==> config.mk <==
export PLATFORM = sky130hd
export DESIGN_NAME = fpp_sqrt_cell
export DESIGN_NICKNAME = d
export VERILOG_FILES = /design/src/hw/rtl/fpp_pkg.sv /design/src/hw/rtl/fpp_sqrt_cell.sv
export SDC_FILE = /design/constraint.sdc
export NUM_CORES = 1
export LEC_CHECK = 0
export ABC_AREA = 1
export BUFFER_PORTS_ARGS = -buffer_cell sky130_fd_sc_hd__buf_2
export CAP_MARGIN = 10
export CELL_PAD_IN_SITES_DETAIL_PLACEMENT = 2
export CELL_PAD_IN_SITES_GLOBAL_PLACEMENT = 2
export CORE_AREA = 2 2 559 561
export CTS_BUF_LIST = sky130_fd_sc_hd__clkbuf_4 sky130_fd_sc_hd__clkbuf_8
export CTS_CLUSTER_DIAMETER = 150
export CTS_CLUSTER_SIZE = 14
export DETAILED_ROUTE_END_ITERATION = 12
export DIE_AREA = 0 0 561 563
export HOLD_SLACK_MARGIN = 0.03
export PLACE_DENSITY = 0.32
export SLEW_MARGIN = 20
export SYNTH_ARGS = -nofsm -noshare
export SYNTH_HDL_FRONTEND = slang
export SYNTH_SLANG_ARGS = --single-unit
==> constraint.sdc <==
create_clock -name i_clk -period 2.3 [get_ports i_clk]
set_input_delay 0.345 -clock i_clk [delete_from_list [all_inputs] [get_ports i_clk]]
set_output_delay 0.345 -clock i_clk [all_outputs]
set_load 0.01 [all_outputs]
==> src/hw/rtl/fpp_pkg.sv <==
// Shared types, constants and helper functions of the fisheye point projector.
`timescale 1ns / 1ps
package fpp_pkg;

    // Pipeline geometry
    localparam int SQRT_STEPS   = 32;
    localparam int ANGLE_STEPS  = 28;
    localparam int DIV_STEPS    = 31;
    localparam int CORDIC_W     = 51;

    // Fixed-point constants
    localparam logic signed [31:0] HALF_PI_Q28 = 32'sd421657428;
    localparam logic signed [31:0] PI_Q28      = 32'sd843314857;
    localparam logic signed [31:0] Q28_ONE     = 32'sd268435456;
    localparam logic signed [63:0] LIM_POS     = 64'sd2305843009213693952;
    localparam logic signed [63:0] LIM_NEG     = -64'sd2305843009213693952;

    // Configuration register indexes
    localparam int CFG_IDX_W = 4;
    localparam logic [CFG_IDX_W-1:0] CFG_FOCAL_X  = 4'd0;
    localparam logic [CFG_IDX_W-1:0] CFG_FOCAL_Y  = 4'd1;
    localparam logic [CFG_IDX_W-1:0] CFG_CENTER_X = 4'd2;
    localparam logic [CFG_IDX_W-1:0] CFG_CENTER_Y = 4'd3;
    localparam logic [CFG_IDX_W-1:0] CFG_DIST_K1  = 4'd4;
    localparam logic [CFG_IDX_W-1:0] CFG_DIST_K2  = 4'd5;
    localparam logic [CFG_IDX_W-1:0] CFG_DIST_K3  = 4'd6;
    localparam logic [CFG_IDX_W-1:0] CFG_DIST_K4  = 4'd7;

    // One point in flight, as it moves down the pipeline
    typedef struct packed {
        logic [31:0]          x;
        logic [31:0]          y;
        logic [31:0]          z;
        logic [63:0]          rad;
        logic [34:0]          rem;
        logic [31:0]          root;
        logic                 on_axis;
        logic [CORDIC_W-1:0]  cx;
        logic [CORDIC_W-1:0]  cy;
        logic [31:0]          ang;
        logic [31:0]          remx;
        logic [31:0]          remy;
        logic [30:0]          qx;
        logic [30:0]          qy;
        logic [29:0]          theta;
        logic [63:0]          t2;
        logic [63:0]          p;
        logic [63:0]          dt;
    } t_item;

    // Arctangent of 2^-i in Q4.28
    function automatic logic signed [31:0] f_atan(input int i);
        logic signed [31:0] v;
        case (i)
            0:       v = 32'sd210828714;
            1:       v = 32'sd124459457;
            2:       v = 32'sd65760959;
            3:       v = 32'sd33381290;
            4:       v = 32'sd16755422;
            5:       v = 32'sd8385879;
            6:       v = 32'sd4193963;
            7:       v = 32'sd2097109;
            8:       v = 32'sd1048571;
            9:       v = 32'sd524287;
            default: v = 32'sd1 <<< (28 - i);
        endcase
        return v;
    endfunction

    // Limit to +-2^61
    function automatic logic signed [63:0] f_clamp(input logic signed [63:0] v);
        logic signed [63:0] r;
        if (v > LIM_POS) begin
            r = LIM_POS;
        end else if (v < LIM_NEG) begin
            r = LIM_NEG;
        end else begin
            r = v;
        end
        return r;
    endfunction

    // Saturate to the signed 32-bit range
    function automatic logic [31:0] f_sat32(input logic signed [63:0] v);
        logic [31:0] r;
        if (v > 64'sd2147483647) begin
            r = 32'h7FFF_FFFF;
        end else if (v < -64'sd2147483648) begin
            r = 32'h8000_0000;
        end else begin
            r = v[31:0];
        end
        return r;
    endfunction

endpackage

==> src/hw/rtl/fpp_sqrt_cell.sv <==
// One digit cell of the pipelined integer square root.
`timescale 1ns / 1ps
module fpp_sqrt_cell import fpp_pkg::*; (
    input  logic  i_clk,
    input  logic  i_rst_n,
    input  logic  i_en,
    input  logic  i_valid,
    input  t_item i_item,
    output logic  o_valid,
    output t_item o_item
);

    logic  r_valid;
    t_item r_item;
    t_item n_item;
    logic [34:0] w_cur;
    logic [34:0] w_trial;

    // Bring down two radicand bits and try the next root bit
    always_comb begin
        n_item  = i_item;
        w_cur   = {i_item.rem[32:0], i_item.rad[63:62]};
        w_trial = {1'b0, i_item.root, 2'b01};
        n_item.rad = {i_item.rad[61:0], 2'b00};
        if (w_cur >= w_trial) begin
            n_item.rem  = w_cur - w_trial;
            n_item.root = {i_item.root[30:0], 1'b1};
        end else begin
            n_item.rem  = w_cur;
            n_item.root = {i_item.root[30:0], 1'b0};
        end
    end

    always_ff @(posedge i_clk) begin
        if (!i_rst_n) begin
            r_valid <= 1'b0;
        end else if (i_en) begin
            r_valid <= i_valid;
        end
    end

    always_ff @(posedge i_clk) begin
        if (i_en) begin
            r_item <= n_item;
        end
    end

    assign o_valid = r_valid;
    assign o_item  = r_item;

endmodule

Word level (Yosys, flattened, before mapping)

Index checks and enable logic that the tools add are counted.

Bits in registers: 709
Output and inout bits: 711

$add $sub $neg: 1
Multiplexer cells: 1
$lt $le $gt $ge: 1

Operators with widths:

| cell                                         | count |
|---|---|
| two-way mux 67 bit                           | 1 |
| greater-or-equal comparator 35 x 34 -> 1 bit | 1 |
| subtractor 35 x 34 -> 35 bit                 | 1 |

Depth between registers and ports, before layout

Gate-level depths: netlist (run 1).

Depth in word-level cells: 2
Gate-level depth with buffers: 16
Mapped depth without buffers: 15

Least setup slack after synthesis (run 1)

OpenSTA, ideal clock, no wires.

Path kind: input port to flip-flop
From: in i_item[497] (netlist name)
To: reg r_item (netlist bit o_item[541]), data pin
Data arrival time: 1.733 ns
Setup slack: 0.313 ns
Setup time: 0.253 ns
Data required time: 2.047 ns
Cell stages on the path: 13
Cell sequence: inv_1 ha_1 nand2_1 inv_2 nand2_2 inv_1 a21oi_1 nand3_2 nand3_2 nand2_4 buf_4 nand3_1 nand2_1

RTL lines:

| item                 | line                | source |
|---|---|---|
| from (decl)          | fpp_sqrt_cell.sv:8  | `input t_item i_item,` |
| to (signal assigned) | fpp_sqrt_cell.sv:44 | `r_item <= n_item;` |
| to (decl)            | fpp_sqrt_cell.sv:14 | `t_item r_item;` |

==> results_dict.tcl, run 1 <==
set metrics [dict create \
    finalNonFillerCells 7939 \
    clk_latency_ns 0.84 \
    crit_buf_inv 3 \
    die_w_um 561 \
    avgSynthCellArea_um2 17.8 \
    post-place-cells 7087 \
    tightest_slew_ns 0.547 \
    start_kind "input pin" \
    port-buffer-count 1420 \
    pin_count 1425 \
    rsz0062_at_grt "false" \
    end_kind "flip-flop" \
    maxSlewHeadroom_pct 63.5 \
    status "finished, violations left" \
    nNetsFinal 4503 \
    yosysWarnings 0 \
    cts_made_buffers 60 \
    synth_cell_type_count 28 \
    yosysMostFrequentCell "edfxtp_1" \
    cp_top_family "simple AND/OR/NAND/NOR gates" \
    fin_worst_hold_slack_ns 0.193 \
    grt_max_degree 74 \
    crit_top_cell "nand2_1" \
    h-tree-depth 2 \
    p_sw_uw 9310 \
    power_uw 29900 \
    cts.clk_slew.worst_paths_ns 0.11 \
    die-area_um2 316000 \
    cts_sinks 709 \
    crit_type "in -> reg" \
    hold_violations 0 \
    cts_setup_buffers 0 \
    violations "negative setup slack" \
    hold_path.class "in -> reg" \
    drt_first_pass_iters 5 \
    synth_area_leader_cell "edfxtp_1" \
    setup_ws_ns -0.0119 \
    pwr-share-comb_pct 20.9 \
    clockPowerShare_pct 25.8 \
    antenna_left 0 \
    coreArea_um2 310000 \
    grt_pass1_wl_mm 265 \
    period_share_pct 101 \
    cp_slowest_cell "dlygate4sd3_1" \
    syn_inst 1372 \
    grt_use_total_pct 12.9 \
    overflow 0 \
    drc 0 \
    antenna_found_initial 93 \
    drt-vias-per-instance 2.77 \
    maxCapViolCount 0 \
    cts.path.max_buffers 3 \
    routed_wl_mm 211 \
    vias 22000 \
    pwr-share-seq_pct 53.3 \
    synth_top_area_share_pct 87.1 \
    ys.flop_type "edfxtp_1" \
    yosys-top-cells-count "edfxtp_1, nand2_1, inv_1" \
    ir_drop_v 0.000425 \
    fin_area_um2 46700 \
    synthTopCellsByArea "edfxtp_1, nand2_1, inv_1, ha_1, nor2_1" \
    cts_root_buffer "clkbuf_8" \
    grt_pass1_vias 23900 \
    hpwl_mm 179 \
    p_int_uw 20500 \
    routabilityCongestion 0.850 \
    ys_async_sr_fraction_pct 0 \
    wl_per_cell_um 26.5 \
    area_growth_pct 91.2 \
    start_util_pct 7.86 \
    die_h_um 563 \
    maxSlewViolCount 0 \
    crit_required_ns 2.92 \
    cp.arrival_ns 2.93 \
    sw_frac_of_total_pct 31.2 \
    cts_tree "yes" \
    path_max_fanout 4 \
    drive_gt1_share_pct 44.8 \
    clock_skew_ns 0 \
    synth_edf_count 708 \
    rows 205 \
    place_area_um2 38000 \
    power.density_nw_per_um2 640 \
    setup_viol 1 \
    leakage_uw 0.0191 \
    ys_seq_area_share_pct 87.2 \
    slowest_delay_ns 0.65 \
    fmax_mhz 433 \
    finalCriticalPeriod_ns 2.31 \
    netlist_area_um2 24400 \
    ys_ff_latch 709 \
    crit_chain "dlygate4sd3_1, buf_2, ha_1, nand2_1, nor2_1, buf_4, a21oi_1, nor2_1, nor2_2, nand2_1, nand2_1, nand3_1, nand2_1" \
    drtIter0Drc 1286 \
]
power by group through the flow:
stage / clock network [µW] / logic, µW / registers (µW)
2_1_floorplan: 0 / 642 / 16600
3_3_place_gp: 0 / 5220 / 16200
3_5_place_dp: 0 / 5200 / 16200
4_1_cts: 8380 / 6470 / 15900
5_1_grt: 8600 / 6690 / 16000
6_report: 7700 / 6240 / 15900
metrics by stage:
step                setup WS (ns)  setup TNS [ns]  util (%)
floorplan                   0.313               0         -
global placement           -0.316           -9.83      12.3
detailed placement         -0.314           -9.29      12.3
CTS                      0.000488               0      15.0
global route               0.0124               0      15.0
finish                    -0.0119         -0.0119      15.0
metal layers:
layer | routed length, µm | track usage (%) | up-vias | share of wire [%]
met5 | 83 | 0 | - | 0.039
met4 | 4150 | 2.13 | 12 | 2.0
met3 | 17000 | 4.36 | 226 | 8.1
met2 | 101000 | 21.9 | 1024 | 48
met1 | 88200 | 15.8 | 11100 | 42
li1 | - | - | 9658 | -
sequential cells by signal (all words and copies together), names as in the netlist:
| name | count |
|---|---|
| o_valid | 1 |
| o_item | 708 |
layout by cell type, fill, tap and decap left out, types with 2 or more instances in the layout:
cell,count
a21o_1,2
a21oi_1,20
a21oi_2,5
buf_12,16
buf_2,1419
buf_4,145
clkbuf_4,4
clkbuf_8,60
clkinv_1,3
clkinv_2,2
clkinv_8,3
conb_1,2
diode_2,30
dlygate4sd3_1,743
dlymetal6s4s_1,3
edfxtp_1,708
ha_1,32
ha_2,2
inv_1,127
inv_8,2
nand2_1,298
nand2_2,5
nand3_1,32
nand3_2,4
nand3b_1,9
nand4_1,4
nor2_1,60
nor2_2,14
nor3_1,6
o21a_1,2
o21ai_0,7
o21bai_1,3
xnor2_1,2
xor2_1,16
path summary, 6_finish.rpt:
path	start	end	slack [ns]	cells past startpoint
setup / recovery	i_item[531]	o_item[545]	-0.01	13
hold / removal	i_item[165]	o_item[165]	0.19	2
setup reg to reg	o_valid	o_valid	1.10	3
hold reg to reg	o_valid	o_valid	1.11	3
logic make-up after synthesis:
family                   share of synthesized area (%)
AND/OR/NAND/NOR                                   7.18
other                                           0.0154
XOR/XNOR                                         0.646
flip-flops                                        87.2
buffers and inverters                             2.29
adder cells (fa/ha/maj)                           1.74
AO/OA/AOI/OAI                                    0.918
cell type report:
cell class | instances | area, µm²
Tap cell | 4140 | 5180
Fill cell | 35600 | 264000
Clock buffer | 64 | 856
Inverter | 129 | 487
Clock inverter | 12 | 131
Antenna cell | 30 | 75.1
Timing Repair Buffer | 2328 | 16000
Multi-Input combinational cell | 527 | 2630
Sequential cell | 709 | 21300
worst register-to-register path, cell delays in order, from the launching register on:
cell,delay [ns]
dfxtp_1,0.33
o21ai_0,0.17
a21oi_1,0.05
dlygate4sd3_1,0.56
what timing repair did:
item	4_1_cts	5_1_grt
hold buffers	743	3
gates resized for setup	0	26
hold endpoints to repair	905	3
endpoints found under the setup margin	0	34
Note: power is estimated with default switching activity, not from simulation.
==> run 2, diff against run 1 <==
PLACE_DENSITY = 0.39   (was 0.32)
==> results_dict.tcl, run 2 (synthesis gave the netlist of run 1 again) <==
set metrics [dict create \
    pwr-share-comb_pct 21.7 \
    cts_setup_buffers 0 \
    drtIter0Drc 1462 \
    drt-vias-per-instance 2.86 \
    met3WireLength_mm 20.1 \
    maxSlewHeadroom_pct 61.3 \
    area_growth_pct 107 \
    fin_area_um2 50600 \
    cts_tree "yes" \
    routed_wl_mm 221 \
    grt_pass1_wl_mm 278 \
    maxCapViolCount 0 \
    grt_use_total_pct 13.5 \
    cts_root_buffer "clkbuf_8" \
    clock_skew_ns 0 \
    wl_met1_mm 90.7 \
    cp.arrival_ns 2.97 \
    nNetsFinal 4884 \
    start_kind "input pin" \
    pwr-share-seq_pct 51.9 \
    sw_frac_of_total_pct 31.4 \
    crit_buf_inv 3 \
    port-buffer-count 1420 \
    layout_common_cells "buf_2, dlygate4sd3_1, edfxtp_1, nand2_1, inv_1" \
    hold_violations 0 \
    clockPowerShare_pct 26.4 \
    drc 0 \
    crit_chain "dlygate4sd3_1, buf_2, ha_1, nand2_1, nor2_1, nand2_1, nor2_2, nand2_1, nand3_1, nor2_2, nand2_4, buf_16, nand3_1, nand2_1" \
    start_util_pct 7.86 \
    end_kind "flip-flop" \
    vias 23900 \
    finalCriticalPeriod_ns 2.20 \
    maxSlewViolCount 0 \
    multi_input_area_um2 2590 \
    cts_sinks 709 \
    fillerInstances 35500 \
    wl_per_cell_um 26.6 \
    die_w_um 561 \
    cts.clk_slew.worst_paths_ns 0.11 \
    cp_slowest_cell "dlygate4sd3_1" \
    cts_made_buffers 60 \
    drive_gt1_share_pct 39.8 \
    crit_required_ns 3.07 \
    post-place-cells 7056 \
    grt_pass1_vias 25700 \
    hold_path.class "in -> reg" \
    layout.area.seq_um2 21300 \
    cp_top_family "simple AND/OR/NAND/NOR gates" \
    clk_latency_ns 0.89 \
    coreArea_um2 310000 \
    cts.path.max_buffers 3 \
    routabilityCongestion 0.882 \
    final_common_cell "buf_2" \
    tightest_slew_ns 0.581 \
    path_max_fanout 36 \
    rows 205 \
    rsz0062_at_grt "false" \
    die_h_um 563 \
    post-route-util_pct 16.3 \
    period_share_pct 95.6 \
    setup_viol 0 \
    p_sw_uw 9680 \
    antenna_found_initial 137 \
    leakage_uw 0.0208 \
    grt_max_degree 75 \
    crit_top_cell "nand2_1" \
    hpwl_mm 184 \
    p_int_uw 21200 \
    pin_count 1425 \
    fmax_mhz 455 \
    finalNonFillerCells 8338 \
    h-tree-depth 2 \
    wl_met2_mm 103 \
    place_area_um2 37800 \
    top_layer_used "met5" \
    reg2reg_slack_ns 1.11 \
    overflow 0 \
    ir_drop_v 0.000445 \
    antenna_left 0 \
    crit_type "in -> reg" \
    largest_register_ffs 708 \
    power_uw 30900 \
    die-area_um2 316000 \
    status "completed" \
    power.density_nw_per_um2 610 \
    slowest_delay_ns 0.62 \
    drt_first_pass_iters 7 \
]
-- run 2: layout make-up --
class / instances / share of cell area, %
Sequential cell: 709 / 42.0
Timing Repair Buffer: 2709 / 39.3
Tap cell: 4140 / 10.2
Multi-Input combinational cell: 527 / 5.12
Clock buffer: 75 / 1.85
Inverter: 129 / 0.961
Clock inverter: 10 / 0.292
Antenna cell: 39 / 0.193
-- run 2: metrics by stage --
| stage | TNS (ns) | worst slack, ns | hold WS [ns] |
|---|---|---|---|
| global route | 0 | 0.00379 | 0.0952 |
| global placement | -7.18 | -0.243 | 0.521 |
| finish | 0 | 0.101 | 0.208 |
| detailed placement | -7.38 | -0.262 | 0.523 |
| floorplan | 0 | 0.313 | 0.438 |
| CTS | 0 | 0.0162 | 0.0306 |
-- run 2: path summary, 6_finish.rpt --
kind | from | endpoint | depth (start not counted)
worst max-delay path | i_item[531] | o_item[541] | 14
worst min-delay path | i_item[575] | o_item[577] | 2
worst max register to register | o_valid | o_valid | 3
worst min register to register | o_valid | o_valid | 3
-- run 2: metal layers --
layer	vias up	GRT usage [%]
li1	10400	-
met1	12000	16.5
met2	1176	22.5
met3	296	4.68
met4	10	3.52
met5	-	0
-- run 2: what timing repair did --
| item | in CTS | in global routing |
|---|---|---|
| hold buffers | 1148 | 10 |
| gates resized for setup | 1 | 20 |
| setup endpoints to repair | 1 | 34 |
| hold endpoints to repair | 970 | 10 |
| pin swaps | 0 | 0 |
-- run 2: power groups by stage --
stage	sequential (µW)	clock, µW	combinational (µW)
final	16000	8150	6700
after detailed placement	16300	0	5110
after CTS	16000	8920	6890
after global placement	16300	0	5110
after floorplan	16600	0	642
after global routing	16100	9090	7220
==> run 3, diff against run 2 <==
MAX_ROUTING_LAYER = met4   (was default)
SKIP_LAST_GASP = 1   (was default)
==> results_dict.tcl, run 3 (synthesis gave the netlist of run 1 again) <==
set metrics [dict create \
    rsz0062_at_grt "false" \
    crit_buf_inv 6 \
    p_sw_uw 9720 \
    crit_type "in -> reg" \
    vias 23200 \
    drc 0 \
    die-area_um2 316000 \
    hpwl_mm 185 \
    ir_drop_v 0.000648 \
    port-buffer-count 1420 \
    cp_slowest_cell "dlygate4sd3_1" \
    routed_wl_mm 221 \
    cp.arrival_ns 2.88 \
    start_kind "input pin" \
    maxSlewHeadroom_pct 56.9 \
    cts_made_buffers 61 \
    sw_frac_of_total_pct 31.5 \
    maxCapViolCount 0 \
    rows 205 \
    crit_required_ns 2.96 \
    p_int_uw 21200 \
    path_max_fanout 16 \
    finalCriticalPeriod_ns 2.22 \
    end_kind "flip-flop" \
    drt-vias-per-instance 2.83 \
    h-tree-depth 2 \
    power_uw 30900 \
    die_w_um 561 \
    cts.clk_slew.worst_paths_ns 0.11 \
    layout_common_cells "buf_2, dlygate4sd3_1, edfxtp_1, nand2_1, buf_4" \
    period_share_pct 96.4 \
    setup_viol 0 \
    overflow 0 \
    grt_pass1_wl_mm 275 \
    pwr-share-comb_pct 21.1 \
    cts_sinks 709 \
    fmax_mhz 451 \
    nNetsFinal 4726 \
    tightest_slew_ns 0.647 \
    cts.path.max_buffers 3 \
    pin_count 1425 \
    area_growth_pct 101 \
    drtIter0Drc 1520 \
    slowest_delay_ns 0.67 \
    cts_root_buffer "clkbuf_8" \
    wl_per_cell_um 26.9 \
    status "completed" \
    final_common_cell "buf_2" \
    drt_first_pass_iters 7 \
    pwr-share-seq_pct 51.8 \
    clk_latency_ns 0.88 \
    drive_gt1_share_pct 42.0 \
    hold_path.class "in -> reg" \
    clock_skew_ns 0 \
    die_h_um 563 \
    power.density_nw_per_um2 630 \
    crit_chain "dlygate4sd3_1, buf_2, inv_1, ha_1, nand2_1, inv_1, nand2_2, inv_1, a21oi_1, nand3_2, nand3_2, nand2_4, buf_6, nand3_1, nand2_1" \
    antenna_found_initial 122 \
    crit_top_cell "inv_1" \
    hold_violations 0 \
    antenna_left 0 \
    routabilityCongestion 0.903 \
    fin_worst_hold_slack_ns 0.176 \
    grt_pass1_vias 24900 \
    grt_max_degree 97 \
    largest_register_ffs 708 \
    cts_tree "yes" \
    cts_setup_buffers 0 \
    leakage_uw 0.0202 \
    cp_top_family "buffers and inverters" \
    maxSlewViolCount 0 \
    grt_use_total_pct 13.8 \
    coreArea_um2 310000 \
    start_util_pct 7.86 \
    clockPowerShare_pct 27.1 \
]
## run 3: final cells by class
| cell class | count | area [µm²] |
|---|---|---|
| Fill cell | 35500 | 261000 |
| Sequential cell | 709 | 21300 |
| Timing Repair Buffer | 2550 | 18300 |
| Tap cell | 4140 | 5180 |
| Multi-Input combinational cell | 527 | 2610 |
| Clock buffer | 76 | 952 |
| Inverter | 129 | 487 |
| Clock inverter | 12 | 190 |
| Antenna cell | 41 | 103 |
## run 3: final timing paths
path	depth (start not counted)	slack, ns	endpoint	startpoint
hold / removal	2	0.18	o_item[224]	i_item[224]
setup reg to reg	3	1.09	o_valid	o_valid
hold reg to reg	3	1.12	o_valid	o_valid
setup / recovery	15	0.08	o_item[539]	i_item[498]
## run 3: what timing repair did
action | in CTS | in global routing
hold buffers | 973 | 8
resized for setup | 0 | 25
hold endpoints to repair | 1016 | 8
endpoints found under the setup margin | 0 | 34
## run 3: metal layers
metal | global-route usage [%] | wire (µm)
met5 | - | 0
met4 | 3.29 | 6140
met3 | 4.87 | 19800
met2 | 22.6 | 104000
met1 | 16.2 | 90800
## run 3: stage by stage
step           instances  worst slack (ns)  utilization [%]  setup TNS [ns]  area [µm²]
3_3_place_gp        7074            -0.333             12.2           -8.54       37900
6_report            8184            0.0817             15.8               0       49100
5_1_grt             8164           0.00169             15.8               0       49000
2_1_floorplan       1373             0.313                -               0       24400
3_5_place_dp        7074            -0.251             12.2           -7.78       37900
4_1_cts             8135            0.0302             15.7               0       48800
## run 3: power by group through the flow
stage	Combinational [µW]	Clock [µW]	Sequential [µW]
2_1_floorplan	642	0	16600
3_3_place_gp	5140	0	16300
3_5_place_dp	5130	0	16300
4_1_cts	6700	9080	16000
5_1_grt	7000	9290	16100
6_report	6510	8370	16000
