==> config.mk <==
export PLATFORM = sky130hd
export DESIGN_NAME = fpp_angle_cell
export DESIGN_NICKNAME = d
export VERILOG_FILES = /design/src/hw/rtl/fpp_pkg.sv /design/src/hw/rtl/fpp_angle_cell.sv
export SDC_FILE = /design/constraint.sdc
export NUM_CORES = 1
export LEC_CHECK = 0
export BUFFER_PORTS_ARGS = -buffer_cell sky130_fd_sc_hd__clkbuf_2
export CAP_MARGIN = 20
export CELL_PAD_IN_SITES_DETAIL_PLACEMENT = 1
export CELL_PAD_IN_SITES_GLOBAL_PLACEMENT = 1
export CORE_AREA = 2 2 558 560
export CTS_BUF_LIST = sky130_fd_sc_hd__clkbuf_16
export CTS_CLUSTER_SIZE = 30
export DETAILED_ROUTE_END_ITERATION = 10
export DIE_AREA = 0 0 560 562
export PLACE_DENSITY = 0.39
export RECOVER_POWER = 50
export SYNTH_ARGS = -nofsm -noshare
export SYNTH_HDL_FRONTEND = slang
export SYNTH_SLANG_ARGS = --single-unit
==> constraint.sdc <==
create_clock -name i_clk -period 5.3 [get_ports i_clk]
set_input_delay 1.59 -clock i_clk [delete_from_list [all_inputs] [get_ports i_clk]]
set_output_delay 1.59 -clock i_clk [all_outputs]
set_load 0.05 [all_outputs]
==> src/hw/rtl/fpp_pkg.sv <==
// Shared types, constants and helper functions of the fisheye point projector.
`timescale 1ns / 1ps
package fpp_pkg;

    // Pipeline geometry
    localparam int SQRT_STEPS   = 32;
    localparam int ANGLE_STEPS  = 28;
    localparam int DIV_STEPS    = 31;
    localparam int CORDIC_W     = 51;

    // Fixed-point constants
    localparam logic signed [31:0] HALF_PI_Q28 = 32'sd421657428;
    localparam logic signed [31:0] PI_Q28      = 32'sd843314857;
    localparam logic signed [31:0] Q28_ONE     = 32'sd268435456;
    localparam logic signed [63:0] LIM_POS     = 64'sd2305843009213693952;
    localparam logic signed [63:0] LIM_NEG     = -64'sd2305843009213693952;

    // Configuration register indexes
    localparam int CFG_IDX_W = 4;
    localparam logic [CFG_IDX_W-1:0] CFG_FOCAL_X  = 4'd0;
    localparam logic [CFG_IDX_W-1:0] CFG_FOCAL_Y  = 4'd1;
    localparam logic [CFG_IDX_W-1:0] CFG_CENTER_X = 4'd2;
    localparam logic [CFG_IDX_W-1:0] CFG_CENTER_Y = 4'd3;
    localparam logic [CFG_IDX_W-1:0] CFG_DIST_K1  = 4'd4;
    localparam logic [CFG_IDX_W-1:0] CFG_DIST_K2  = 4'd5;
    localparam logic [CFG_IDX_W-1:0] CFG_DIST_K3  = 4'd6;
    localparam logic [CFG_IDX_W-1:0] CFG_DIST_K4  = 4'd7;

    // One point in flight, as it moves down the pipeline
    typedef struct packed {
        logic [31:0]          x;
        logic [31:0]          y;
        logic [31:0]          z;
        logic [63:0]          rad;
        logic [34:0]          rem;
        logic [31:0]          root;
        logic                 on_axis;
        logic [CORDIC_W-1:0]  cx;
        logic [CORDIC_W-1:0]  cy;
        logic [31:0]          ang;
        logic [31:0]          remx;
        logic [31:0]          remy;
        logic [30:0]          qx;
        logic [30:0]          qy;
        logic [29:0]          theta;
        logic [63:0]          t2;
        logic [63:0]          p;
        logic [63:0]          dt;
    } t_item;

    // Arctangent of 2^-i in Q4.28
    function automatic logic signed [31:0] f_atan(input int i);
        logic signed [31:0] v;
        case (i)
            0:       v = 32'sd210828714;
            1:       v = 32'sd124459457;
            2:       v = 32'sd65760959;
            3:       v = 32'sd33381290;
            4:       v = 32'sd16755422;
            5:       v = 32'sd8385879;
            6:       v = 32'sd4193963;
            7:       v = 32'sd2097109;
            8:       v = 32'sd1048571;
            9:       v = 32'sd524287;
            default: v = 32'sd1 <<< (28 - i);
        endcase
        return v;
    endfunction

    // Limit to +-2^61
    function automatic logic signed [63:0] f_clamp(input logic signed [63:0] v);
        logic signed [63:0] r;
        if (v > LIM_POS) begin
            r = LIM_POS;
        end else if (v < LIM_NEG) begin
            r = LIM_NEG;
        end else begin
            r = v;
        end
        return r;
    endfunction

    // Saturate to the signed 32-bit range
    function automatic logic [31:0] f_sat32(input logic signed [63:0] v);
        logic [31:0] r;
        if (v > 64'sd2147483647) begin
            r = 32'h7FFF_FFFF;
        end else if (v < -64'sd2147483648) begin
            r = 32'h8000_0000;
        end else begin
            r = v[31:0];
        end
        return r;
    endfunction

endpackage

==> src/hw/rtl/fpp_angle_cell.sv <==
// One cell of the angle and ratio chain: a CORDIC step (only in cells below ANGLE_STEPS) and a quotient bit per axis.
`timescale 1ns / 1ps
module fpp_angle_cell import fpp_pkg::*; #(
    parameter int STEP = 0
) (
    input  logic  i_clk,
    input  logic  i_rst_n,
    input  logic  i_en,
    input  logic  i_valid,
    input  t_item i_item,
    output logic  o_valid,
    output t_item o_item
);

    localparam logic signed [31:0] ATAN = f_atan(STEP);

    logic  r_valid;
    t_item r_item;
    t_item n_item;
    logic signed [CORDIC_W-1:0] w_x;
    logic signed [CORDIC_W-1:0] w_y;
    logic signed [CORDIC_W-1:0] w_dx;
    logic signed [CORDIC_W-1:0] w_dy;
    logic signed [31:0]         w_ang;
    logic                       w_bx;
    logic                       w_by;
    logic [32:0]                w_tx;
    logic [32:0]                w_ty;

    always_comb begin
        n_item = i_item;
        w_x    = $signed(i_item.cx);
        w_y    = $signed(i_item.cy);
        w_ang  = $signed(i_item.ang);
        w_dx   = w_y >>> STEP;
        w_dy   = w_x >>> STEP;
        // rotate toward the x axis
        if (STEP < ANGLE_STEPS) begin
            if (!w_y[CORDIC_W-1]) begin
                n_item.cx  = w_x + w_dx;
                n_item.cy  = w_y - w_dy;
                n_item.ang = w_ang + ATAN;
            end else begin
                n_item.cx  = w_x - w_dx;
                n_item.cy  = w_y + w_dy;
                n_item.ang = w_ang - ATAN;
            end
        end
        // restoring divide: the only nonzero dividend bit below the start is |c| bit 0
        w_bx = (STEP == 0) ? i_item.x[0] : 1'b0;
        w_by = (STEP == 0) ? i_item.y[0] : 1'b0;
        w_tx = {i_item.remx, w_bx};
        w_ty = {i_item.remy, w_by};
        if (w_tx >= {1'b0, i_item.root}) begin
            n_item.remx = 32'(w_tx - {1'b0, i_item.root});
            n_item.qx   = {i_item.qx[29:0], 1'b1};
        end else begin
            n_item.remx = w_tx[31:0];
            n_item.qx   = {i_item.qx[29:0], 1'b0};
        end
        if (w_ty >= {1'b0, i_item.root}) begin
            n_item.remy = 32'(w_ty - {1'b0, i_item.root});
            n_item.qy   = {i_item.qy[29:0], 1'b1};
        end else begin
            n_item.remy = w_ty[31:0];
            n_item.qy   = {i_item.qy[29:0], 1'b0};
        end
    end

    always_ff @(posedge i_clk) begin
        if (!i_rst_n) begin
            r_valid <= 1'b0;
        end else if (i_en) begin
            r_valid <= i_valid;
        end
    end

    always_ff @(posedge i_clk) begin
        if (i_en) begin
            r_item <= n_item;
        end
    end

    assign o_valid = r_valid;
    assign o_item  = r_item;

endmodule

Word-level counts from Yosys, hierarchy flattened
Index checks and enable logic that the tools add are counted.
{ "totals": {"reg_bits": 711, "latchBits": 0, "mem_bits_rw": 0, "mem_bits_ro": 0, "input_bits": 714, "output_inout_bits": 711, "memories": 0} }
{ "op_classes": {"n_addsub": 7, "multipliers": 0, "div_mod_pow": 0, "order_cmp": 2, "n_eq_ne": 0, "n_shift": 0, "muxes": 5, "bitwise_logic": 0, "n_reduce_logical": 0} }
{ "op_table": {"columns": ["operator", "count"], "rows": [
  ["134-bit 2-to-1 mux", 1],
  ["51-bit subtractor", 2],
  ["33-bit by 32-bit >= comparator with 1-bit output", 2],
  ["32-bit 2-to-1 mux", 2],
  ["32-bit subtractor", 2],
  ["51-bit adder", 1],
  ["32-bit by 29-bit adder with 32-bit output (second input constant)", 1],
  ["32-bit by 29-bit subtractor with 32-bit output (second input constant)", 1],
  ["1-bit 2-to-1 mux", 2]
]} }

Logic depth before layout (Yosys ltp)
Gate-level depths: netlist (run 1).
{ "depth": {"depth_word": 2, "depth_mapped": 14, "mapped_depth_nobuf": 13} }

Worst setup path after synthesis (run 1)
Ideal clock, no wire load.
{ "synth_path": {"path_type": "input to register", "from": "in i_item[430] in the netlist's numbering", "to": "reg r_item (netlist bit o_item[378]) (data pin)", "setup_ps": 265, "arrival_ps": 4690, "required_ps": 5035, "setup_slack_ps": 345, "stages": 14, "n_path_buf": 2, "cell_sequence": "inv_1 > clkbuf_1 > clkbuf_1 > ha_1 > a21oi_1 > o21ai_0 > a221o_1 > a31oi_1 > o21ai_0 > a211oi_1 > o31ai_1 > a21oi_1 > o21ai_0 > xor2_1"} }
{ "synth_lines": {"columns": ["element", "line", "source"], "rows": [
  ["start: declaration", "fpp_angle_cell.sv:10", "input t_item i_item,"],
  ["end signal: assignment", "fpp_angle_cell.sv:80", "r_item <= n_item;"],
  ["end: declaration", "fpp_angle_cell.sv:18", "t_item r_item;"]
]} }

==> results by group, run 1 <==
Synthesis
  • Leading area contributor after synthesis: edfxtp_1
  • Synth Cell Area: 35900 um^2
  • Synth top area share: 59.3%
  • Yosys reg bits: 710
  • Dominant cells by area after synthesis: edfxtp_1, ha_1, a21oi_1, xnor2_1, o21ai_0
  • Synth cell types: 97
  • Post-synth top cells: edfxtp_1, a21oi_1, ha_1, inv_1, nor2_1
  • Ys async rst share: 0%
  • Register area share after synthesis: 59.4%
  • Yosys warns: 0
  • EDFF count, synth: 709
  • Synth Flop Type: edfxtp_1
  • Most common cell in the netlist: edfxtp_1
  • Syn Inst Count: 2912
  • Synthesized area per cell: 12.3 um^2
  • Net count after synthesis: 3891

Power and ir drop
  • Design Power: 20100 uW
  • P_leak: 0.0226 uW
  • Max VDD drop: 229 uV
  • PwrDens: 374 nW/um^2

Worst setup path
  • Worst setup path class: in2reg
  • Worst EP arrival: 5.45 ns
  • Crit path required time: 5.82 ns
  • Crit path from: i_item[380]
  • Worst path max stage delay: 0.51 ns
  • Crit. End Element: flip-flop
  • Critical path cell sequence: clkbuf_1 > ha_1 > inv_1 > fa_1 > nor2_1 > o311ai_1 > buf_4 > a31oi_1 > nor2_1 > o21bai_2 > a21oi_1 > buf_4 > nor4b_1 > buf_4 > o21ai_0 > a21boi_1 > xor2_1 > buf_4
  • Crit path max fanout: 4
  • Crit start category: input pin
  • CP dominant cell by count: buf_4
  • CP max-delay cell: nor4b_1
  • R2R Path Start: o_valid

Finish
  • Share of layout cells above drive strength 1: 38.6%
  • Area grow syn2layout: 50.0%
  • Final std cells w/o fill: 8971
  • # fillers: 35900
  • Final Net Count: 5729
  • Footprint of the multi-input gates: 13400 um^2
  • FF/Latch Area: 21300 um^2

Die
  • Die span in y: 562 um
  • Starting Density: 11.6%
  • I/O pin total: 1425
  • Die area: 315000 um^2
  • Die width: 560 um
  • Row cnt: 204
  • Core area: 308000 um^2

Timing
  • Slew margin rel.: -82.6%
  • Final Max Slew Viols: 253
  • Unrepaired setup endpoints after global routing: false
  • Final period util: 93.2%
  • Fin crit period: 4.94 ns
  • Max Fclk: 0.203 GHz
  • Skew final: 0 ns
  • Hold slack final: 0.530 ns
  • Worst slew pin tran: 2.74 ns
  • Final Hold Violating Endpoints: 0
  • Endpoints failing setup: 0

Run status
  • Outcome: finished with violations
  • Failing checks: capacitance limit, slew limit

GRT
  • Total GRT Usage: 17.7%
  • First-pass GRT wire length: 364000 um
  • Vias in the first global route: 34300
  • Gr ovfl total: 0
  • Pin count of the biggest net entering global routing: 103
  • Antenna violations before repair: 171

Drt
  • # DRC: 0
  • DRT iter0 DRCs: 2292
  • Via count: 33000
  • DR WL/cell: 32.2 um
  • First drt pass iteration count: 5
  • Final WL: 289000 um
  • Vias per cell: 3.68
  • ANT nets after route: 0

Placement
  • IO Port Bufs: 1422
  • Post-DP HPWL: 254000 um
  • GP Congestion: 0.875
  • Post-placement cell count: 8768

Clock tree
  • Root Buffer: clkbuf_16
  • Post-CTS sizing: 0
  • Clock-pin slew on the worst setup and hold paths: 0.06 ns
  • CTS tree: built
  • Post CTS Setup Buffer Count: 0
  • Worst-Skew Late Latency: 0.75 ns
  • Clock Path Buffers: 4
  • Hold_buf cts: 0
  • H-tree Lvls: 3
  • CTS Buf Count: 100
  • CTS sink count: 710

Job
  • Max-cap violation count: 5

Worst hold path
  • Hold crit path type: reg2reg
  • Hold wc startpoint: o_valid
## placed cells by master, fill, tap and decap left out, types with 28 or more instances in the layout
master,count
buf_4,368
diode_2,30
ha_1,259
xnor2_1,141
o21a_1,34
nor3_1,41
o21bai_1,43
clkbuf_1,151
nand2_1,161
edfxtp_1,709
o21ai_1,28
xor2_1,36
nor2_1,185
nand4_1,34
nand3_1,38
a21oi_1,293
o21ai_0,157
a21o_1,64
clkbuf_16,100
clkbuf_2,1290
mux2i_1,30
inv_1,222
## final timing paths
check,to,slack [ns],depth (start not counted)
max,o_item[477],0.36,18
max reg2reg,o_valid,4.69,2
min reg2reg,o_valid,0.53,2
min,o_valid,0.53,2
## metrics by stage
stage / instance area [um^2] / TNS, ns / utilization [%] / setup WS (ns)
after floorplan: 35900 / 0 / - / 0.345
after global routing: 53800 / 0 / 17.4 / 0.164
final: 53800 / 0 / 17.5 / 0.363
after detailed placement: 51000 / -4.86 / 16.5 / -0.341
after global placement: 51000 / -6.16 / 16.5 / -0.467
after CTS: 54100 / 0 / 17.5 / 0.495
## cell families after synthesis
group / synth area share [%]
fa+ha+maj: 9.37
compound gates: 14.6
mux: 1.31
buf+inv: 3.26
xor+xnor: 4.32
flops: 59.4
simple gates: 7.73
## flip-flops by register name, summed over array words and instances, names as in the netlist
register / cells
o_item: 709
o_valid: 1
## layer usage
metal	track usage, %	vias up	part of all wire [%]
met3	6.59	482	8.8
met5	0	-	0.22
met4	9.25	94	6.1
li1	-	14600	-
met1	17.5	16500	34
met2	31.9	1338	51
## worst max-delay path, delay by kind of cell
kind / cells / cell delay (ns)
AO/OA/AOI/OAI: 6 / 1.24
XOR/XNOR: 1 / 0.17
adder cells (fa/ha/maj): 2 / 0.64
buffers and inverters: 6 / 0.95
AND/OR/NAND/NOR: 3 / 0.84
## where the power goes
group | internal [uW] | switching, uW
logic | 1580 | 4660
clock network | 3760 | 2900
registers | 6920 | 333
total | 12300 | 7890
## final cells by class
type                    count  share of cell area, %
repair buffers           1820                   18.5
inverters                 215                   1.50
flip-flops and latches    710                   39.6
well taps                4120                   9.58
multi-input cells        1903                   24.9
clock inverters            73                   1.06
diodes                     30                  0.140
clock buffers             100                   4.65
No activity file was read; power rests on OpenSTA's default activity.
==> inputs of run 2 (changes only) <==
CORE_AREA = 2 2 554 556   (was 2 2 558 560)
DIE_AREA = 0 0 556 558   (was 0 0 560 562)
clock period = 5.76 ns   (was 5.3 ns; I/O delays follow)
==> run 2 against run 1 <==
The run still ends with capacitance limit, slew limit left. Core utilization fell by 0.19 points. Final cell count fell by 3.1%. Combinational power fell by 9.9%. Register-to-register slack improved by 0.46 ns. Wire length rose by 4.9%. Non-clock buffer count fell by 175. Clock power fell by 3.2%. Via count fell by 0.79%. Largest cell class unchanged.
==> results by group, run 2 (same netlist as run 1, synthesis figures left out) <==
Clock tree
  • Post-CTS sizing: 0 (unchanged)
  • CTS Buf Count: 102 (was 100)
  • H-tree Lvls: 3 (unchanged)
  • CTS sink count: 710 (unchanged)
  • Clock Path Buffers: 4 (unchanged)
  • CTS tree: built (unchanged)
  • Worst-Skew Late Latency: 0.85 ns (was 0.75 ns)
  • Clock-pin slew on the worst setup and hold paths: 0.06 ns (about the same)
  • Hold_buf cts: 0 (unchanged)
  • Root Buffer: clkbuf_16 (unchanged)
  • Post CTS Setup Buffer Count: 0 (unchanged)

Worst setup path
  • Crit start category: input pin (unchanged)
  • R2R Path Start: o_valid (unchanged)
  • Crit path required time: 6.24 ns (was 5.82 ns)
  • Crit. End Element: flip-flop (unchanged)
  • Worst setup path class: in2reg (unchanged)
  • Crit path from: i_item[430] (was i_item[380])
  • Crit path max fanout: 12 (was 4)
  • Worst EP arrival: 5.53 ns (was 5.45 ns)

Finish
  • Highest-count cells in the layout ignoring fill and taps: clkbuf_2, edfxtp_1, a21oi_1, ha_1, inv_1 (was clkbuf_2, edfxtp_1, buf_4, a21oi_1, ha_1)
  • Max FFs per register: 709 (unchanged)
  • Commonest non-fill, non-tap cell in the layout: clkbuf_2 (unchanged)
  • # fillers: 35200 (was 35900)
  • Final Net Count: 5556 (was 5729)
  • Design Area, Final: 52600 um^2 (was 53800 um^2)
  • Share of layout cells above drive strength 1: 35.8% (was 38.6%)
  • Area grow syn2layout: 46.5% (was 50.0%)

Placement
  • Post-DP HPWL: 266000 um (was 254000 um)
  • IO Port Bufs: 1422 (unchanged)
  • GP Congestion: 0.895 (was 0.875)
  • Dpl cell area: 49500 um^2 (was 51000 um^2)

Timing
  • Unrepaired setup endpoints after global routing: false (unchanged)
  • Slew margin rel.: -91.2% (was -82.6%)
  • Final Hold Violating Endpoints: 0 (unchanged)
  • Endpoints failing setup: 0 (unchanged)
  • Worst slew pin tran: 2.87 ns (was 2.74 ns)
  • Fin crit period: 5.05 ns
  • Final Max Slew Viols: 242 (was 253)
  • Max Fclk: 0.198 GHz
  • Final period util: 87.7%
  • Skew final: 0 ns (unchanged)

Drt
  • DR WL/cell: 34.9 um (was 32.2 um)
  • DRT iter0 DRCs: 2133 (was 2292)
  • # DRC: 0 (unchanged)
  • First drt pass iteration count: 5 (unchanged)
  • Vias per cell: 3.77 (was 3.68)
  • Final WL: 303000 um (was 289000 um)
  • Via count: 32700 (was 33000)
  • ANT nets after route: 0 (unchanged)

Die
  • Row cnt: 203 (was 204)
  • Die span in y: 558 um (was 562 um)
  • Die width: 556 um (was 560 um)
  • Core area: 305000 um^2 (was 308000 um^2)
  • Die area: 310000 um^2 (was 315000 um^2)
  • Starting Density: 11.8% (was 11.6%)
  • I/O pin total: 1425 (unchanged)

GRT
  • Grt peak-use layer: met2 (unchanged)
  • Total GRT Usage: 18.8% (was 17.7%)
  • Antenna violations before repair: 199 (was 171)
  • First-pass GRT wire length: 376000 um (was 364000 um)
  • Pin count of the biggest net entering global routing: 122 (was 103)
  • Met3 usage: 7.30% (was 6.59%)
  • Met1 global-route usage: 19.5% (was 17.5%)
  • Met2 usage: 33.0% (was 31.9%)
  • Vias in the first global route: 33800 (was 34300)
  • Gr ovfl total: 0 (unchanged)

Run status
  • Outcome: finished with violations (unchanged)
  • Failing checks: capacitance limit, slew limit (unchanged)

Power and ir drop
  • P_leak: 0.0218 uW (was 0.0226 uW)
  • Max VDD drop: 220 uV (was 229 uV)
  • PwrDens: 356 nW/um^2 (was 374 nW/um^2)
  • Design Power: 18700 uW (was 20100 uW)

Worst hold path
  • Hold wc startpoint: o_valid (unchanged)
  • Hold crit path type: reg2reg (unchanged)

Job
  • Max-cap violation count: 6 (was 5)
-- run 2: cell count changes in the layout (fill, tap and decap cells not counted), sizes merged --
cell      before   now
buf          378   211
diode         30    41
bufinv         7    13
clkbuf      1542  1536
clkinv        41    45
inv          232   228
clkinvlp       8     6
-- run 2: report_power, final --
part / total (uW) / switching (uW) / internal (uW)
Sequential: 6670 / 306 / 6370
Clock: 6440 / 2660 / 3780
Combinational: 5620 / 4280 / 1340
Total: 18700 / 7240 / 11500
-- run 2: per-layer routing --
| metal | wire length (um) | vias up |
|---|---|---|
| li1 | - | 14200 |
| met2 | 150000 | 1438 |
| met3 | 29100 | 535 |
| met5 | 658 | - |
| met1 | 106000 | 16400 |
| met4 | 17700 | 98 |
-- run 2: path summary, 6_finish.rpt --
check                      to  slack, ns  cells past startpoint
setup reg to reg      o_valid       5.15                      2
hold reg to reg       o_valid       0.54                      2
setup / recovery  o_item[378]       0.71                     13
hold / removal        o_valid       0.54                      2
-- run 2: final cells by class --
type,count,area (um^2),share of cell area (%)
clock inverter,77,739,1.41
clock buffer,102,2550,4.86
antenna,41,103,0.195
tap,3997,5000,9.52
multi-input combinational,1903,13400,25.5
sequential,710,21300,40.5
inverter,215,808,1.54
timing repair buffer,1645,8630,16.4
-- run 2: metrics by stage --
step	instances	setup WS (ns)	hold WS, ns	setup TNS, ns	util [%]
4_1_cts	8649	0.851	0.543	0	17.3
3_3_place_gp	8470	-0.0586	0.519	-0.0586	16.2
6_report	8690	0.711	0.543	0	17.3
2_1_floorplan	2912	0.667	0.743	0	-
3_5_place_dp	8470	-0.0303	0.531	-0.0303	16.2
5_1_grt	8666	0.417	0.576	0	17.2
-- run 2: worst max-delay path, cell delays in order --
cell        delay, ns
buf_4            0.09
clkinvlp_2       0.61
ha_1             0.64
o21ai_0          0.24
o21ai_0          0.18
o31a_1           0.32
a31oi_1          0.30
o21ai_0          0.27
a211oi_1         0.39
o31ai_1          0.11
a21oi_1          0.28
o21ai_0          0.19
xor2_1           0.18
==> inputs of run 3 (changes only) <==
RECOVER_POWER = 25   (was 50)
==> run 3 against run 2 <==
Largest cell class unchanged. Setup slack improved by 0.11 ns. Highest routed layer unchanged. Power hardly changed. First-iteration DRC count fell by 0.70%. The flow still finishes with violations (capacitance limit, slew limit).
==> results by group, run 3 (same netlist as run 1, synthesis figures left out) <==
Run status
  • Outcome: finished with violations (unchanged)
  • Failing checks: capacitance limit, slew limit (unchanged)

Die
  • Die area: 310000 um^2 (unchanged)
  • I/O pin total: 1425 (unchanged)
  • Core area: 305000 um^2 (unchanged)
  • Die width: 556 um (unchanged)
  • Starting Density: 11.8% (unchanged)
  • Row cnt: 203 (unchanged)
  • Die span in y: 558 um (unchanged)

Clock tree
  • CTS tree: built (unchanged)
  • Clock-pin slew on the worst setup and hold paths: 0.06 ns (about the same)
  • H-tree Lvls: 3 (unchanged)
  • CTS Buf Count: 102 (unchanged)
  • Hold_buf cts: 0 (unchanged)
  • CTS sink count: 710 (unchanged)
  • Post-CTS sizing: 0 (unchanged)
  • Post CTS Setup Buffer Count: 0 (unchanged)
  • Clock Path Buffers: 4 (unchanged)
  • Worst-Skew Late Latency: 0.85 ns (about the same)
  • Root Buffer: clkbuf_16 (unchanged)

Placement
  • GP Congestion: 0.895 (unchanged)
  • Post-placement cell count: 8470 (unchanged)
  • Post-DP HPWL: 266000 um (unchanged)
  • Place WS: -0.0303 ns (unchanged)
  • IO Port Bufs: 1422 (unchanged)

Timing
  • Unrepaired setup endpoints after global routing: false (unchanged)
  • Final Hold Violating Endpoints: 0 (unchanged)
  • Fin worst setup slack: 0.821 ns (was 0.711 ns)
  • Final period util: 85.7% (was 87.7%)
  • Slew margin rel.: -106% (was -91.2%)
  • Worst slew pin tran: 3.09 ns (was 2.87 ns)
  • Skew final: 0 ns (unchanged)
  • Fin crit period: 4.94 ns (was 5.05 ns)
  • Endpoints failing setup: 0 (unchanged)
  • Max Fclk: 0.202 GHz (was 0.198 GHz)
  • Final Max Slew Viols: 60 (was 242)
  • Fin Setup TNS: 0 ns (unchanged)

Worst hold path
  • Hold crit path type: reg2reg (unchanged)
  • Hold wc startpoint: o_valid (unchanged)

Power and ir drop
  • Max VDD drop: 221 uV (was 220 uV)
  • PwrDens: 356 nW/um^2 (about the same)
  • Design Power: 18700 uW (about the same)
  • P_leak: 0.0218 uW (about the same)

GRT
  • First-pass GRT wire length: 376000 um (unchanged)
  • Met1 global-route usage: 19.5% (unchanged)
  • Pin count of the biggest net entering global routing: 122 (unchanged)
  • Antenna violations before repair: 199 (unchanged)
  • Grt peak-use layer: met2 (unchanged)
  • Met2 usage: 33.0% (unchanged)
  • Vias in the first global route: 33800 (unchanged)
  • Gr ovfl total: 0 (unchanged)
  • Met3 usage: 7.30% (unchanged)
  • Total GRT Usage: 18.8% (unchanged)

Worst setup path
  • Crit path max fanout: 4 (was 12)
  • Crit path required time: 6.29 ns (was 6.24 ns)
  • Crit path from: i_item[380] (was i_item[430])
  • Crit start category: input pin (unchanged)
  • Worst setup path class: in2reg (unchanged)
  • Worst EP arrival: 5.47 ns (was 5.53 ns)
  • R2R Path Start: o_valid (unchanged)
  • Crit. End Element: flip-flop (unchanged)

Drt
  • # DRC: 0 (unchanged)
  • First drt pass iteration count: 5 (unchanged)
  • Final WL: 303000 um (about the same)
  • Vias per cell: 3.77 (about the same)
  • Via count: 32700 (about the same)
  • DRT iter0 DRCs: 2118 (was 2133)
  • ANT nets after route: 0 (unchanged)
  • DR WL/cell: 34.9 um (about the same)

Finish
  • Final Net Count: 5556 (unchanged)
  • Commonest non-fill, non-tap cell in the layout: clkbuf_2 (unchanged)
  • Final std cells w/o fill: 8689 (was 8690)
  • Highest-count cells in the layout ignoring fill and taps: clkbuf_2, edfxtp_1, a21oi_1, ha_1, inv_1 (unchanged)
  • Area grow syn2layout: 46.7% (was 46.5%)
  • Share of layout cells above drive strength 1: 36.0% (was 35.8%)
  • Final Util: 17.3% (about the same)
  • Max FFs per register: 709 (unchanged)
  • # fillers: 35200 (about the same)

Job
  • Max-cap violation count: 1 (was 6)
run 3: cell types whose count changed in the layout (fill, tap and decap cells not counted), sizes merged:
cell / previous run / this run
clkinv: 45 / 46
clkbuf: 1536 / 1523
diode: 41 / 40
clkinvlp: 6 / 5
buf: 211 / 224
run 3: area by class of cell:
cell class                 instances  area, um^2  share of cell area [%]
antenna                           40         100                   0.190
clock buffer                     102        2550                    4.85
clock inverter                    77         739                    1.40
inverter                         215         808                    1.54
multi-input combinational       1903       13400                    25.5
sequential                       710       21300                    40.5
tap                             3997        5000                    9.50
timing repair buffer            1645        8720                    16.6
run 3: where the power goes:
part / internal [uW] / total (uW) / switching, uW
combinational: 1350 / 5630 / 4280
clock: 3780 / 6450 / 2660
sequential: 6360 / 6670 / 307
run 3: metrics by stage:
step,instance area [um^2],hold WS (ns)
after floorplan,35900,0.743
after global placement,49500,0.519
after detailed placement,49500,0.531
after CTS,52800,0.543
after global routing,52600,0.576
final,52700,0.545
run 3: worst max-delay path, cell delays in order:
cell and delay [ns]:
clkbuf_1 0.11, ha_1 0.22, inv_1 0.07, fa_1 0.19, nor2_1 0.07, o311ai_1 0.34, buf_4 0.17, a31oi_1 0.14
nor2_1 0.35, o21bai_2 0.12, buf_4 0.17, a211oi_4 0.40, nor4_1 0.10, buf_4 0.17, or2_1 0.30, a222oi_1 0.39
xnor2_1 0.23, buf_4 0.19
run 3: path summary, 6_finish.rpt:
kind,to,slack [ns],cells after the start
worst max register to register,o_valid,5.15,2
worst min-delay path,o_valid,0.55,2
worst min register to register,o_valid,0.55,2
worst max-delay path,o_item[475],0.82,18
run 3: per-layer routing:
metal	up-vias	routed length (um)
li1	14200	-
met1	16500	106000
met2	1390	150000
met3	539	28600
met4	100	17800
met5	-	673
